===== src/sv/cfd_pkg.sv =====
// Shared types and constants for the first-contact detector.
// Used by cfd_core and first_contact_detector; depends on nothing.
package cfd_pkg;

    // Defaults for the top-level parameters
    localparam int BALL_COUNT_DEF = 32;
    localparam int FRAME_LIMIT_DEF = 65536;
    localparam int COORD_BITS_DEF = 16;

    // Field widths of the stream words
    localparam int POS_W = 16;
    localparam int ID_W = 5;
    localparam int MODE_W = 2;
    localparam int FRAME_OUT_W = 16;
    localparam int THRESH_W = 16;
    localparam int THRESH_SQ_W = 2 * THRESH_W;
    localparam int S_DATA_W = 40;   // 38 used bits, padded to bytes
    localparam int M_DATA_W = 24;   // 22 used bits, padded to bytes

    // Contact threshold after reset: 25.0 px in 12.4 fixed point
    localparam logic [THRESH_W-1:0] THRESH_RESET = 16'd400;

    // Sample kinds carried in tuser
    typedef enum logic [MODE_W-1:0] {
        MODE_CUE   = 2'd0,
        MODE_BALL  = 2'd1,
        MODE_CLEAR = 2'd2,
        MODE_IDLE  = 2'd3
    } mode_t;

    // One input word, unpacked
    typedef struct packed {
        mode_t            mode;
        logic [POS_W-1:0] pos_x;
        logic [POS_W-1:0] pos_y;
        logic             visible;
        logic [ID_W-1:0]  ball_id;
        logic             last_in_frame;
    } item_t;

endpackage


===== src/sv/first_contact_detector.sv =====
// First-contact detector: input word register, threshold-square register and core.
// A frame's closing word passes the input word register, then sets the result register
// in cfd_core. Throughput: one word per cycle (combinational distance and compare, then
// latch in cfd_core); a closing word waits only while an unread result is held.
// Synchronous active-low reset clears tracking and sets the threshold to 25.0 px.
// Depends on cfd_pkg and cfd_core.
module first_contact_detector #(
    parameter int BALL_COUNT  = cfd_pkg::BALL_COUNT_DEF,
    parameter int FRAME_LIMIT = cfd_pkg::FRAME_LIMIT_DEF,
    parameter int COORD_BITS  = cfd_pkg::COORD_BITS_DEF
) (
    input  logic                              aclk,
    input  logic                              aresetn,
    // configuration: contact_threshold
    input  logic                              cfg_we,
    input  logic [cfd_pkg::THRESH_W-1:0]      cfg_wdata,
    // input stream
    input  logic                              s_tvalid,
    output logic                              s_tready,
    // s_tdata: [15:0] pos_x, [31:16] pos_y, [32] visible, [37:33] ball_id, [39:38] zero
    input  logic [cfd_pkg::S_DATA_W-1:0]      s_tdata,
    // s_tuser: [1:0] mode
    input  logic [cfd_pkg::MODE_W-1:0]        s_tuser,
    input  logic                              s_tlast,
    // result stream
    output logic                              m_tvalid,
    input  logic                              m_tready,
    // m_tdata: [0] contact_found, [5:1] touched_ball, [21:6] contact_frame, [23:22] zero
    output logic [cfd_pkg::M_DATA_W-1:0]      m_tdata
);

    localparam logic [cfd_pkg::THRESH_SQ_W-1:0] THRESH_SQ_RESET =
        cfd_pkg::THRESH_SQ_W'(cfd_pkg::THRESH_RESET) *
        cfd_pkg::THRESH_SQ_W'(cfd_pkg::THRESH_RESET);

    logic                             in_valid_reg;
    cfd_pkg::item_t                   in_item_reg;
    logic [cfd_pkg::THRESH_SQ_W-1:0]  thresh_sq_reg;
    logic                             core_take;
    cfd_pkg::item_t                   s_item;

    // unpack the incoming word
    assign s_item.mode          = cfd_pkg::mode_t'(s_tuser);
    assign s_item.pos_x         = s_tdata[15:0];
    assign s_item.pos_y         = s_tdata[31:16];
    assign s_item.visible       = s_tdata[32];
    assign s_item.ball_id       = s_tdata[37:33];
    assign s_item.last_in_frame = s_tlast;

    // input register refills whenever the core takes its word
    assign s_tready = !in_valid_reg || core_take;

    always_ff @(posedge aclk) begin
        if (!aresetn) begin
            in_valid_reg <= 1'b0;
        end else if (s_tready) begin
            in_valid_reg <= s_tvalid;
        end
    end

    always_ff @(posedge aclk) begin
        if (s_tready && s_tvalid) begin
            in_item_reg <= s_item;
        end
    end

    // threshold kept squared; the square is formed on write
    always_ff @(posedge aclk) begin
        if (!aresetn) begin
            thresh_sq_reg <= THRESH_SQ_RESET;
        end else if (cfg_we) begin
            thresh_sq_reg <= cfd_pkg::THRESH_SQ_W'(cfg_wdata) *
                             cfd_pkg::THRESH_SQ_W'(cfg_wdata);
        end
    end

    cfd_core #(
        .BALL_COUNT  (BALL_COUNT),
        .FRAME_LIMIT (FRAME_LIMIT),
        .COORD_BITS  (COORD_BITS)
    ) u_core (
        .aclk       (aclk),
        .aresetn    (aresetn),
        .item       (in_item_reg),
        .item_valid (in_valid_reg),
        .item_take  (core_take),
        .thresh_sq  (thresh_sq_reg),
        .m_tvalid   (m_tvalid),
        .m_tready   (m_tready),
        .m_tdata    (m_tdata)
    );

endmodule


===== src/sv/cfd_dist.sv =====
// Squared distance between a ball sample and the stored cue position.
// Pure combinational; depends on nothing but its parameter.
module cfd_dist #(
    parameter int CW = 16
) (
    input  logic [CW-1:0]   ball_x,
    input  logic [CW-1:0]   ball_y,
    input  logic [CW-1:0]   cue_x,
    input  logic [CW-1:0]   cue_y,
    output logic [2*CW:0]   dist_sq
);

    logic [CW-1:0]   dx;
    logic [CW-1:0]   dy;
    logic [2*CW-1:0] dx_sq;
    logic [2*CW-1:0] dy_sq;

    // absolute differences
    assign dx = (ball_x >= cue_x) ? (ball_x - cue_x) : (cue_x - ball_x);
    assign dy = (ball_y >= cue_y) ? (ball_y - cue_y) : (cue_y - ball_y);

    // two independent squares and one sum
    assign dx_sq = (2*CW)'(dx) * (2*CW)'(dx);
    assign dy_sq = (2*CW)'(dy) * (2*CW)'(dy);
    assign dist_sq = (2*CW+1)'(dx_sq) + (2*CW+1)'(dy_sq);

endmodule


===== src/sv/cfd_core.sv =====
// Per-frame nearest-ball tracking, first-contact latch and result register.
// Depends on cfd_pkg and cfd_dist.
module cfd_core #(
    parameter int BALL_COUNT  = cfd_pkg::BALL_COUNT_DEF,
    parameter int FRAME_LIMIT = cfd_pkg::FRAME_LIMIT_DEF,
    parameter int COORD_BITS  = cfd_pkg::COORD_BITS_DEF
) (
    input  logic                               aclk,
    input  logic                               aresetn,
    input  cfd_pkg::item_t                     item,
    input  logic                               item_valid,
    output logic                               item_take,
    input  logic [cfd_pkg::THRESH_SQ_W-1:0]    thresh_sq,
    output logic                               m_tvalid,
    input  logic                               m_tready,
    // m_tdata: [0] contact_found, [5:1] touched_ball, [21:6] contact_frame
    output logic [cfd_pkg::M_DATA_W-1:0]       m_tdata
);

    localparam int CW = (COORD_BITS < cfd_pkg::POS_W) ? COORD_BITS : cfd_pkg::POS_W;
    localparam int D2W = 2 * CW + 1;
    localparam int CMPW = (D2W > cfd_pkg::THRESH_SQ_W) ? D2W : cfd_pkg::THRESH_SQ_W;
    localparam int FW = $clog2(FRAME_LIMIT);
    localparam int IDCW = 9;
    localparam logic [FW-1:0] FRAME_MAX = FW'(FRAME_LIMIT - 1);
    localparam logic [IDCW-1:0] BALL_LIMIT = IDCW'(BALL_COUNT);

    // cue and per-frame best state
    logic [CW-1:0]                    cue_x_reg, cue_x_next;
    logic [CW-1:0]                    cue_y_reg, cue_y_next;
    logic                             cue_vis_reg, cue_vis_next;
    logic [cfd_pkg::THRESH_SQ_W-1:0]  best_dist_reg, best_dist_next;
    logic [cfd_pkg::ID_W-1:0]         best_ball_reg, best_ball_next;
    logic                             best_valid_reg, best_valid_next;
    logic [FW-1:0]                    frame_cnt_reg, frame_cnt_next;
    logic                             latched_reg, latched_next;
    logic [cfd_pkg::ID_W-1:0]         latched_ball_reg, latched_ball_next;
    logic [cfd_pkg::FRAME_OUT_W-1:0]  latched_frame_reg, latched_frame_next;
    logic                             m_valid_reg, m_valid_next;
    logic [cfd_pkg::M_DATA_W-1:0]     m_data_reg, m_data_next;

    logic [D2W-1:0] dist_sq;
    logic           emits;
    logic           id_ok;
    logic           hit;

    cfd_dist #(.CW(CW)) u_dist (
        .ball_x  (item.pos_x[CW-1:0]),
        .ball_y  (item.pos_y[CW-1:0]),
        .cue_x   (cue_x_reg),
        .cue_y   (cue_y_reg),
        .dist_sq (dist_sq)
    );

    // a word that closes a frame needs room in the result register
    assign emits = ((item.mode == cfd_pkg::MODE_CUE) || (item.mode == cfd_pkg::MODE_BALL))
                   && item.last_in_frame;
    assign item_take = item_valid && (!emits || !m_valid_reg || m_tready);

    assign id_ok = IDCW'(item.ball_id) < BALL_LIMIT;
    assign hit = (item.mode == cfd_pkg::MODE_BALL) && item.visible && cue_vis_reg && id_ok
                 && (CMPW'(dist_sq) < CMPW'(thresh_sq))
                 && (!best_valid_reg || (CMPW'(dist_sq) < CMPW'(best_dist_reg)));

    // next-state logic for one processed word
    always_comb begin
        cue_x_next         = cue_x_reg;
        cue_y_next         = cue_y_reg;
        cue_vis_next       = cue_vis_reg;
        best_dist_next     = best_dist_reg;
        best_ball_next     = best_ball_reg;
        best_valid_next    = best_valid_reg;
        frame_cnt_next     = frame_cnt_reg;
        latched_next       = latched_reg;
        latched_ball_next  = latched_ball_reg;
        latched_frame_next = latched_frame_reg;
        m_valid_next       = m_valid_reg && !m_tready;
        m_data_next        = m_data_reg;

        if (item_take) begin
            case (item.mode)
                cfd_pkg::MODE_CLEAR: begin
                    cue_x_next         = '0;
                    cue_y_next         = '0;
                    cue_vis_next       = 1'b0;
                    best_valid_next    = 1'b0;
                    best_ball_next     = '0;
                    frame_cnt_next     = '0;
                    latched_next       = 1'b0;
                    latched_ball_next  = '0;
                    latched_frame_next = '0;
                end
                cfd_pkg::MODE_CUE: begin
                    cue_x_next      = item.pos_x[CW-1:0];
                    cue_y_next      = item.pos_y[CW-1:0];
                    cue_vis_next    = item.visible;
                    best_valid_next = 1'b0;
                    best_ball_next  = '0;
                end
                cfd_pkg::MODE_BALL: begin
                    if (hit) begin
                        best_dist_next  = cfd_pkg::THRESH_SQ_W'(dist_sq);
                        best_ball_next  = item.ball_id;
                        best_valid_next = 1'b1;
                    end
                end
                default: begin
                end
            endcase

            // frame close: latch once, report, clear best, count frame
            if (emits) begin
                if (!latched_reg && best_valid_next) begin
                    latched_next       = 1'b1;
                    latched_ball_next  = best_ball_next;
                    latched_frame_next = cfd_pkg::FRAME_OUT_W'(frame_cnt_reg);
                end
                best_valid_next = 1'b0;
                best_ball_next  = '0;
                frame_cnt_next  = (frame_cnt_reg == FRAME_MAX) ? '0 : frame_cnt_reg + 1'b1;
                m_valid_next    = 1'b1;
                m_data_next     = cfd_pkg::M_DATA_W'({latched_frame_next, latched_ball_next,
                                                      latched_next});
            end
        end
    end

    // control state
    always_ff @(posedge aclk) begin
        if (!aresetn) begin
            cue_vis_reg       <= 1'b0;
            best_valid_reg    <= 1'b0;
            best_ball_reg     <= '0;
            frame_cnt_reg     <= '0;
            latched_reg       <= 1'b0;
            latched_ball_reg  <= '0;
            latched_frame_reg <= '0;
            cue_x_reg         <= '0;
            cue_y_reg         <= '0;
            m_valid_reg       <= 1'b0;
        end else begin
            cue_vis_reg       <= cue_vis_next;
            best_valid_reg    <= best_valid_next;
            best_ball_reg     <= best_ball_next;
            frame_cnt_reg     <= frame_cnt_next;
            latched_reg       <= latched_next;
            latched_ball_reg  <= latched_ball_next;
            latched_frame_reg <= latched_frame_next;
            cue_x_reg         <= cue_x_next;
            cue_y_reg         <= cue_y_next;
            m_valid_reg       <= m_valid_next;
        end
    end

    // payload registers, only read when the matching valid bit is set
    always_ff @(posedge aclk) begin
        best_dist_reg <= best_dist_next;
        m_data_reg    <= m_data_next;
    end

    assign m_tvalid = m_valid_reg;
    assign m_tdata  = m_data_reg;

endmodule

===== config.mk =====
export PLATFORM = sky130hd
export DESIGN_NAME = first_contact_detector
export DESIGN_NICKNAME = d
export VERILOG_FILES = /design/src/sv/cfd_pkg.sv /design/src/sv/first_contact_detector.sv /design/src/sv/cfd_dist.sv /design/src/sv/cfd_core.sv
export SDC_FILE = /design/constraint.sdc
export NUM_CORES = 2
export LEC_CHECK = 0
export BUFFER_PORTS_ARGS = -buffer_cell sky130_fd_sc_hd__buf_2
export CORE_MARGIN = 8
export CORE_UTILIZATION = 45
export DETAILED_ROUTE_END_ITERATION = 8
export PLACE_DENSITY = 0.68
export SKIP_LAST_GASP = 1
export SLEW_MARGIN = 20
export SYNTH_ARGS = -nofsm -noshare
export SYNTH_HDL_FRONTEND = slang
export SYNTH_SLANG_ARGS = --single-unit
export TNS_END_PERCENT = 5

===== constraint.sdc =====
create_clock -name aclk -period 25.3 [get_ports aclk]
set_clock_uncertainty 0.1 [all_clocks]
set_input_delay 5.06 -clock aclk [delete_from_list [all_inputs] [get_ports aclk]]
set_output_delay 5.06 -clock aclk [all_outputs]
set_load 0.005 [all_outputs]

# After elaboration in Yosys (flattened, before gate mapping)
# Cells that the tools add are included.
# Widths: inputs -> output; s select.
word_totals:
  register_bits: 206
  in_bits: 64
  wordCells: 90
op_classes:
  add_sub_neg: 6
  multipliers: 3
  n_lt_le_gt_ge: 4
  n_eq_ne: 3
  mux: 26
  reduce_logical: 28
op_table:
  columns: ["cell", "count"]
  rows:
  - ["$mux 16", 8]
  - ["$mul 16x16->32", 3]
  - ["$lt 33x32->1", 2]
  - ["$pmux 16 s2", 2]
  - ["$sub 16x16->16", 4]
  - ["$add 32x32->33", 1]
  - ["$ge 16x16->1", 2]
  - ["$mux 5", 5]
  - ["$add 16x1->16 const B", 1]
  - ["$eq 16x16->1 const B", 1]
  - ["$pmux 5 s2", 1]
  - ["$logic_and 1x1->1", 9]
  - ["$mux 1", 8]
  - ["$logic_not 1->1", 6]
  - ["$reduce_and 2->1", 3]
  - ["$logic_or 1x1->1", 5]
  - ["$pmux 1 s2", 2]
  - ["$reduce_bool 2->1", 2]
  - ["$reduce_and 3->1", 1]
  - ["$eq 2x1->1 const B", 1]
  - ["$eq 2x2->1 const B", 1]
  - ["$logic_not 2->1", 1]
  - ["$reduce_or 2->1", 1]

# Longest topological paths before layout
depth:
  ltp_word: 13
  ltp_mapped: 57
  mapped_depth_nobuf: 53

# Modules after synthesis
# From an unflattened synthesis, not the netlist that was laid out.
unflattened:
  cells_unflattened: 3794
  hier_area_um2: 34530.6
modules_own_cells:
  columns: ["module", "instances", "cells_each", "area_per_inst_um2"]
  rows:
  - ["cfd_dist", 1, 2052, 17853.4]
  - ["first_contact_detector", 1, 1032, 9826.9]
  - ["cfd_core", 1, 710, 6850.3]

# Worst setup path before layout
# Ideal clock, no wire load.
synth_timing:
  path_kind: "reg-to-reg"
  startpoint: "register in_item_reg[23] (netlist name)"
  endpoint: "register u_core.best_dist_reg[0] (netlist name) (enable)"
  setup_time_ns: 0.501
  arrival_ns: 15.365
  t_required_ns: 24.699
  setup_slack_ns: 9.334
  stages_incl_launch_ff: 51
  path_buffers: 2
  synth_period_minus_slack_ns: 15.966
  path_cell_list: "edfxtp_1 -> inv_1 -> ha_1 -> inv_1 -> fa_1 -> a21oi_1 -> o21bai_1 -> a21o_1 -> a21o_1 -> a21o_1 -> a21oi_1 -> a221o_1 -> buf_2 -> mux2_2 -> xor2_1 -> clkinv_1 -> nor2_1 -> inv_1 -> [... 15 more ...] -> o211a_1 -> o21a_1 -> o21a_1 -> nor3_1 -> nor2_1 -> o41ai_1 -> xnor2_1 -> ha_1 -> a21o_1 -> a21oi_1 -> nor2b_1 -> a2111oi_0 -> o211ai_1 -> a21oi_1 -> o211ai_1 -> mux2_2 -> buf_4 -> nor4_1"
synth_via:
  elab_chain_len: 8
  word_cells_on_any_way: 12
  cone_classes: "3 x add/sub; 1 x mul; 3 x order compare; 1 x mux; 4 x reduce/logical"
synth_rtl:
  columns: ["element", "line", "text"]
  rows:
  - ["from (decl)", "first_contact_detector.sv:37", "cfd_pkg::item_t in_item_reg;"]
  - ["from (signal assigned)", "first_contact_detector.sv:63", "in_item_reg <= s_item;"]
  - ["$sub 16x16->16 / $ge 16x16->1 (equally long branches)", "cfd_dist.sv:19", "assign dx = (ball_x >= cue_x) ? (ball_x - cue_x) : (cue_x - ball_x);"]
  - ["$mux 16 *", "cfd_dist.sv:19", null]
  - ["$mul 16x16->32 *", "cfd_dist.sv:23", "assign dx_sq = (2*CW)'(dx) * (2*CW)'(dx);"]
  - ["$add 32x32->33 *", "cfd_dist.sv:25", "assign dist_sq = (2*CW+1)'(dx_sq) + (2*CW+1)'(dy_sq);"]
  - ["net u_core.dist_sq[26]", "cfd_core.sv:42", "logic [D2W-1:0] dist_sq;"]
  - ["$lt 33x32->1 (on tied branches)", "cfd_core.sv:62, cfd_core.sv:63", null]
  - ["$logic_and 1x1->1 / $logic_or 1x1->1 (equally long branches)", "cfd_core.sv:62, cfd_core.sv:63", null]
  - ["$logic_and 1x1->1 *", "cfd_core.sv:63", "&& (!best_valid_reg || (CMPW'(dist_sq) < CMPW'(best_dist_reg)));"]
  - ["$reduce_and 3->1 (no source line) *", null, null]
  - ["to (signal assigned)", "cfd_core.sv:157", "best_dist_reg <= best_dist_next;"]
  - ["to (decl)", "cfd_core.sv:32", "logic [cfd_pkg::THRESH_SQ_W-1:0] best_dist_reg, best_dist_next;"]
# Mark *: on every way through the listed nets, which the timed path passes. The rest lies on a longest branch.
# A chain may end at the register's enable or synchronous reset.

# Worst setup path after layout
layout_timing:
  startpoint: "register in_item_reg[23] (netlist name)"
  endpoint: "register u_core.latched_frame_reg[11] (netlist name)"
layout_via:
  elab_chain_len: 13
  word_cells_on_any_way: 17
  cone_classes: "3 x add/sub; 1 x mul; 3 x order compare; 6 x mux; 4 x reduce/logical"
layout_rtl:
  columns: ["element", "line", "text"]
  rows:
  - ["$sub 16x16->16 / $ge 16x16->1 (equally long branches)", "cfd_dist.sv:19", null]
  - ["$mux 16 *", "cfd_dist.sv:19", null]
  - ["$mul 16x16->32 *", "cfd_dist.sv:23", null]
  - ["$add 32x32->33 *", "cfd_dist.sv:25", null]
  - ["net u_core.dist_sq[26]", "cfd_core.sv:42", null]
  - ["$lt 33x32->1 (on tied branches)", "cfd_core.sv:62, cfd_core.sv:63", null]
  - ["$logic_and 1x1->1 / $logic_or 1x1->1 (equally long branches)", "cfd_core.sv:62, cfd_core.sv:63", null]
  - ["$logic_and 1x1->1 *", "cfd_core.sv:63", null]
  - ["$mux 1 *", "cfd_core.sv:101", "if (hit) begin"]
  - ["$pmux 1 s2 *", "cfd_core.sv:81", "case (item.mode)"]
  - ["$mux 1 *", "cfd_core.sv:80", "if (item_take) begin"]
  - ["$logic_and 1x1->1 *", "cfd_core.sv:113", "if (!latched_reg && best_valid_next) begin"]
  - ["$mux 16 *", "cfd_core.sv:113", null]
  - ["$mux 16 *", "cfd_core.sv:112", "if (emits) begin"]
  - ["to (signal assigned)", "cfd_core.sv:148", "latched_frame_reg <= latched_frame_next;"]
  - ["to (decl)", "cfd_core.sv:38", "logic [cfd_pkg::FRAME_OUT_W-1:0] latched_frame_reg, latched_frame_next;"]
# Mark *: on every way through the listed nets, which the timed path passes. The rest lies on a longest branch. The select of a mux whose other input is x is not followed.

==> run summary <==
Max Transition Viols Final: 0
Layout Nets: 4738
largest cells by area after synthesis: fa_1 33%, ha_1 15%, inv_1 9.9%, edfxtp_1 8.4%, dfxtp_1 6.5%
r2r worst-path depth: 53
initial antenna violation count: 0
total clock buffers created by CTS: 25
global-route wire length before repair: 130000 um
hold depth: 2
number of diodes: 0
largest stage delay on the critical path: 0.76 ns
1st-pass router iterations: 7
min Tclk post-route: 15.47 ns
Final TNS setup: 0 ns
commonest cells in the netlist: 895 x inv_1, 558 x fa_1, 415 x ha_1, 251 x nor2_1, 232 x nand2_1
slew at the pin closest to its max-slew limit: 1.07 ns
CP endpoint: u_core.latched_frame_reg[11]
largest net degree at the start of global routing: 95
Clk Tree Root Cell: clkbuf_16
Clock transition at path regs: 0.06 ns
final setup vio count: 0
Starting Density: 45.2%
CP max FO: 47
CTS tree: built
vias in the first global route: 25700
register area share after synthesis: 14.8%
fill count: 7067
internal reg-to-reg setup slack: 9.83 ns
Worst EP required: 25.68 ns
library cells used by synthesis: 78
max FFs per register: 41
Post-synth EDFFs: 95
crit path capture type: register
total congestion overflow: 0
Avg Cell Area, Syn: 9.29 um2
IO Count: 90
Yosys top cell area share: 32.8%
Vias: 24100
IO Port Bufs: 85
WL final: 75800 um
ys async rst share: 0%
Core ar.: 75400 um2
RePlAce Congestion: 0.874
Worst EP arrival: 15.85 ns
GRT Overall Usage: 18.3%
Synth Instances: 3668
htree depth: 1
DP HPWL: 63600 um
postcts setup bufs: 0
FF-to-FF Start: in_item_reg[23]
Initial DRC Count: 1242
CP max-delay cell: a2111oi_0
Ys Warns: 0
synthesis-to-layout area growth: 6.76%
Setup crit start: in_item_reg[23]
Period Utilization, post-route: 61.1%
Synth Flop Type: dfxtp_1
post-route ant nets: 0
worst hold path class: reg2reg
clock sink count: 205
Setup CP Type: reg2reg
die area: 84800 um2
Final Hold Vio Count: 0
drt drc: 0
fmax: 64.6 MHz
routed length per instance: 16.1 um
capturing point of the worst reg2reg path: u_core.latched_frame_reg[11]
crit-path most repeated cell: fa_1
outcome: completed
clock buffer depth: 3
Hold Buf Count CTS: 0
vias per cell: 5.12
insertion delay to the later sink of the worst-skew pair: 0.57 ns
Synth Cell Area: 34100 um2
Slew headroom: 28.6%
#FFs+latches synth: 205
RSZ-0062 raised after global routing: false
Site Rows: 101
top cell type by total area after synthesis: fa_1
die extent in x: 291 um
die height: 291 um
startpoint types: register
max-cap violation count: 0
post-cts gate resize count: 0
top-count cell post-synth: inv_1
fraction of layout cells with a size suffix above 1: 6.24%
-- layer usage --
layer | track usage (%) | part of all wire [%] | wire length (um) | up-vias
met1 | 24.3 | 45 | 34000 | 12000
met5 | 0 | 0 | 0 | -
met4 | 4.98 | 2.9 | 2180 | 0
met2 | 31.8 | 49 | 36900 | 419
li1 | - | - | - | 11600
met3 | 1.70 | 3.7 | 2800 | 122
-- cell families after synthesis --
| logic type | count (synthesis) | share of synthesized area (%) |
|---|---|---|
| adders and majority gates | 973 | 48.0 |
| other | 1 | 0.0110 |
| xor gates and xnor gates | 97 | 2.51 |
| buffers and inverters | 1023 | 11.4 |
| and+or+nand+nor | 812 | 11.3 |
| muxes | 47 | 1.43 |
| AOI/OAI and AO/OA | 510 | 10.5 |
| DFF | 205 | 14.8 |
-- layout make-up --
class | instances | area, um2 | area share, %
Tap cell | 978 | 1220 | 3.36
Sequential cell | 205 | 5050 | 13.9
Inverter | 904 | 3390 | 9.32
Multi-Input combinational cell | 2441 | 25200 | 69.2
Clock buffer | 28 | 647 | 1.78
Timing Repair Buffer | 124 | 718 | 1.97
Clock inverter | 18 | 184 | 0.505
-- worst max-delay path, delay by kind of cell (launching register included) --
family | cells | cell delay (ns)
AOI/OAI and AO/OA | 21 | 5.28
xor gates and xnor gates | 1 | 0.27
adders and majority gates | 12 | 5.22
buffers and inverters | 8 | 1.60
DFF | 1 | 0.39
muxes | 1 | 0.25
and+or+nand+nor | 10 | 2.22
-- how the worst min path moves through the flow --
stage	startpoint	endpoint	slack, ns
6_report	u_core.cue_vis_reg	u_core.cue_vis_reg	0.37
5_1_grt	u_core.latched_ball_reg[3]	u_core.latched_ball_reg[3]	0.39
4_1_cts	u_core.cue_x_reg[15]	u_core.cue_x_reg[15]	0.37
3_5_place_dp	u_core.latched_ball_reg[3]	u_core.latched_ball_reg[3]	0.35
3_3_place_gp	u_core.latched_ball_reg[2]	u_core.latched_ball_reg[2]	0.35
2_1_floorplan	u_core.latched_ball_reg[0]	u_core.latched_ball_reg[0]	0.33
-- cells in the final DEF, fill, tap and decap left out, types with 21 or more instances in the layout --
master	synthesis	layout
inv_1	895	895
fa_1	558	558
ha_1	415	415
nor2_1	251	251
nand2_1	232	232
dfxtp_1	110	110
a21oi_1	103	103
edfxtp_1	95	95
a21o_1	90	90
buf_2	16	85
o21ai_0	73	73
and2_1	66	65
xnor2_1	63	62
nor2b_1	42	42
a21boi_0	41	41
buf_4	5	39
nand2b_1	39	38
mux2i_1	37	37
and3_1	36	36
or3_1	35	35
xor2_1	33	33
nand3_1	27	27
clkbuf_16	0	25
or2_2	22	22
a22o_1	22	22
nor3_1	21	21
-- through the flow --
step | util [%] | worst slack, ns | instance area (um2) | hold WS [ns] | instances
global placement | 47.1 | 9.92 | 35600 | 0.347 | 4652
detailed placement | 47.1 | 9.87 | 35600 | 0.351 | 4652
CTS | 48.2 | 9.74 | 36400 | 0.371 | 4698
floorplan | - | 9.33 | 34100 | 0.333 | 3669
global route | 48.2 | 8.78 | 36400 | 0.386 | 4698
finish | 48.2 | 9.83 | 36400 | 0.367 | 4698
Power is not shown: default switching activity piles up to over one toggle a cycle in this logic, so the estimate is an artifact.
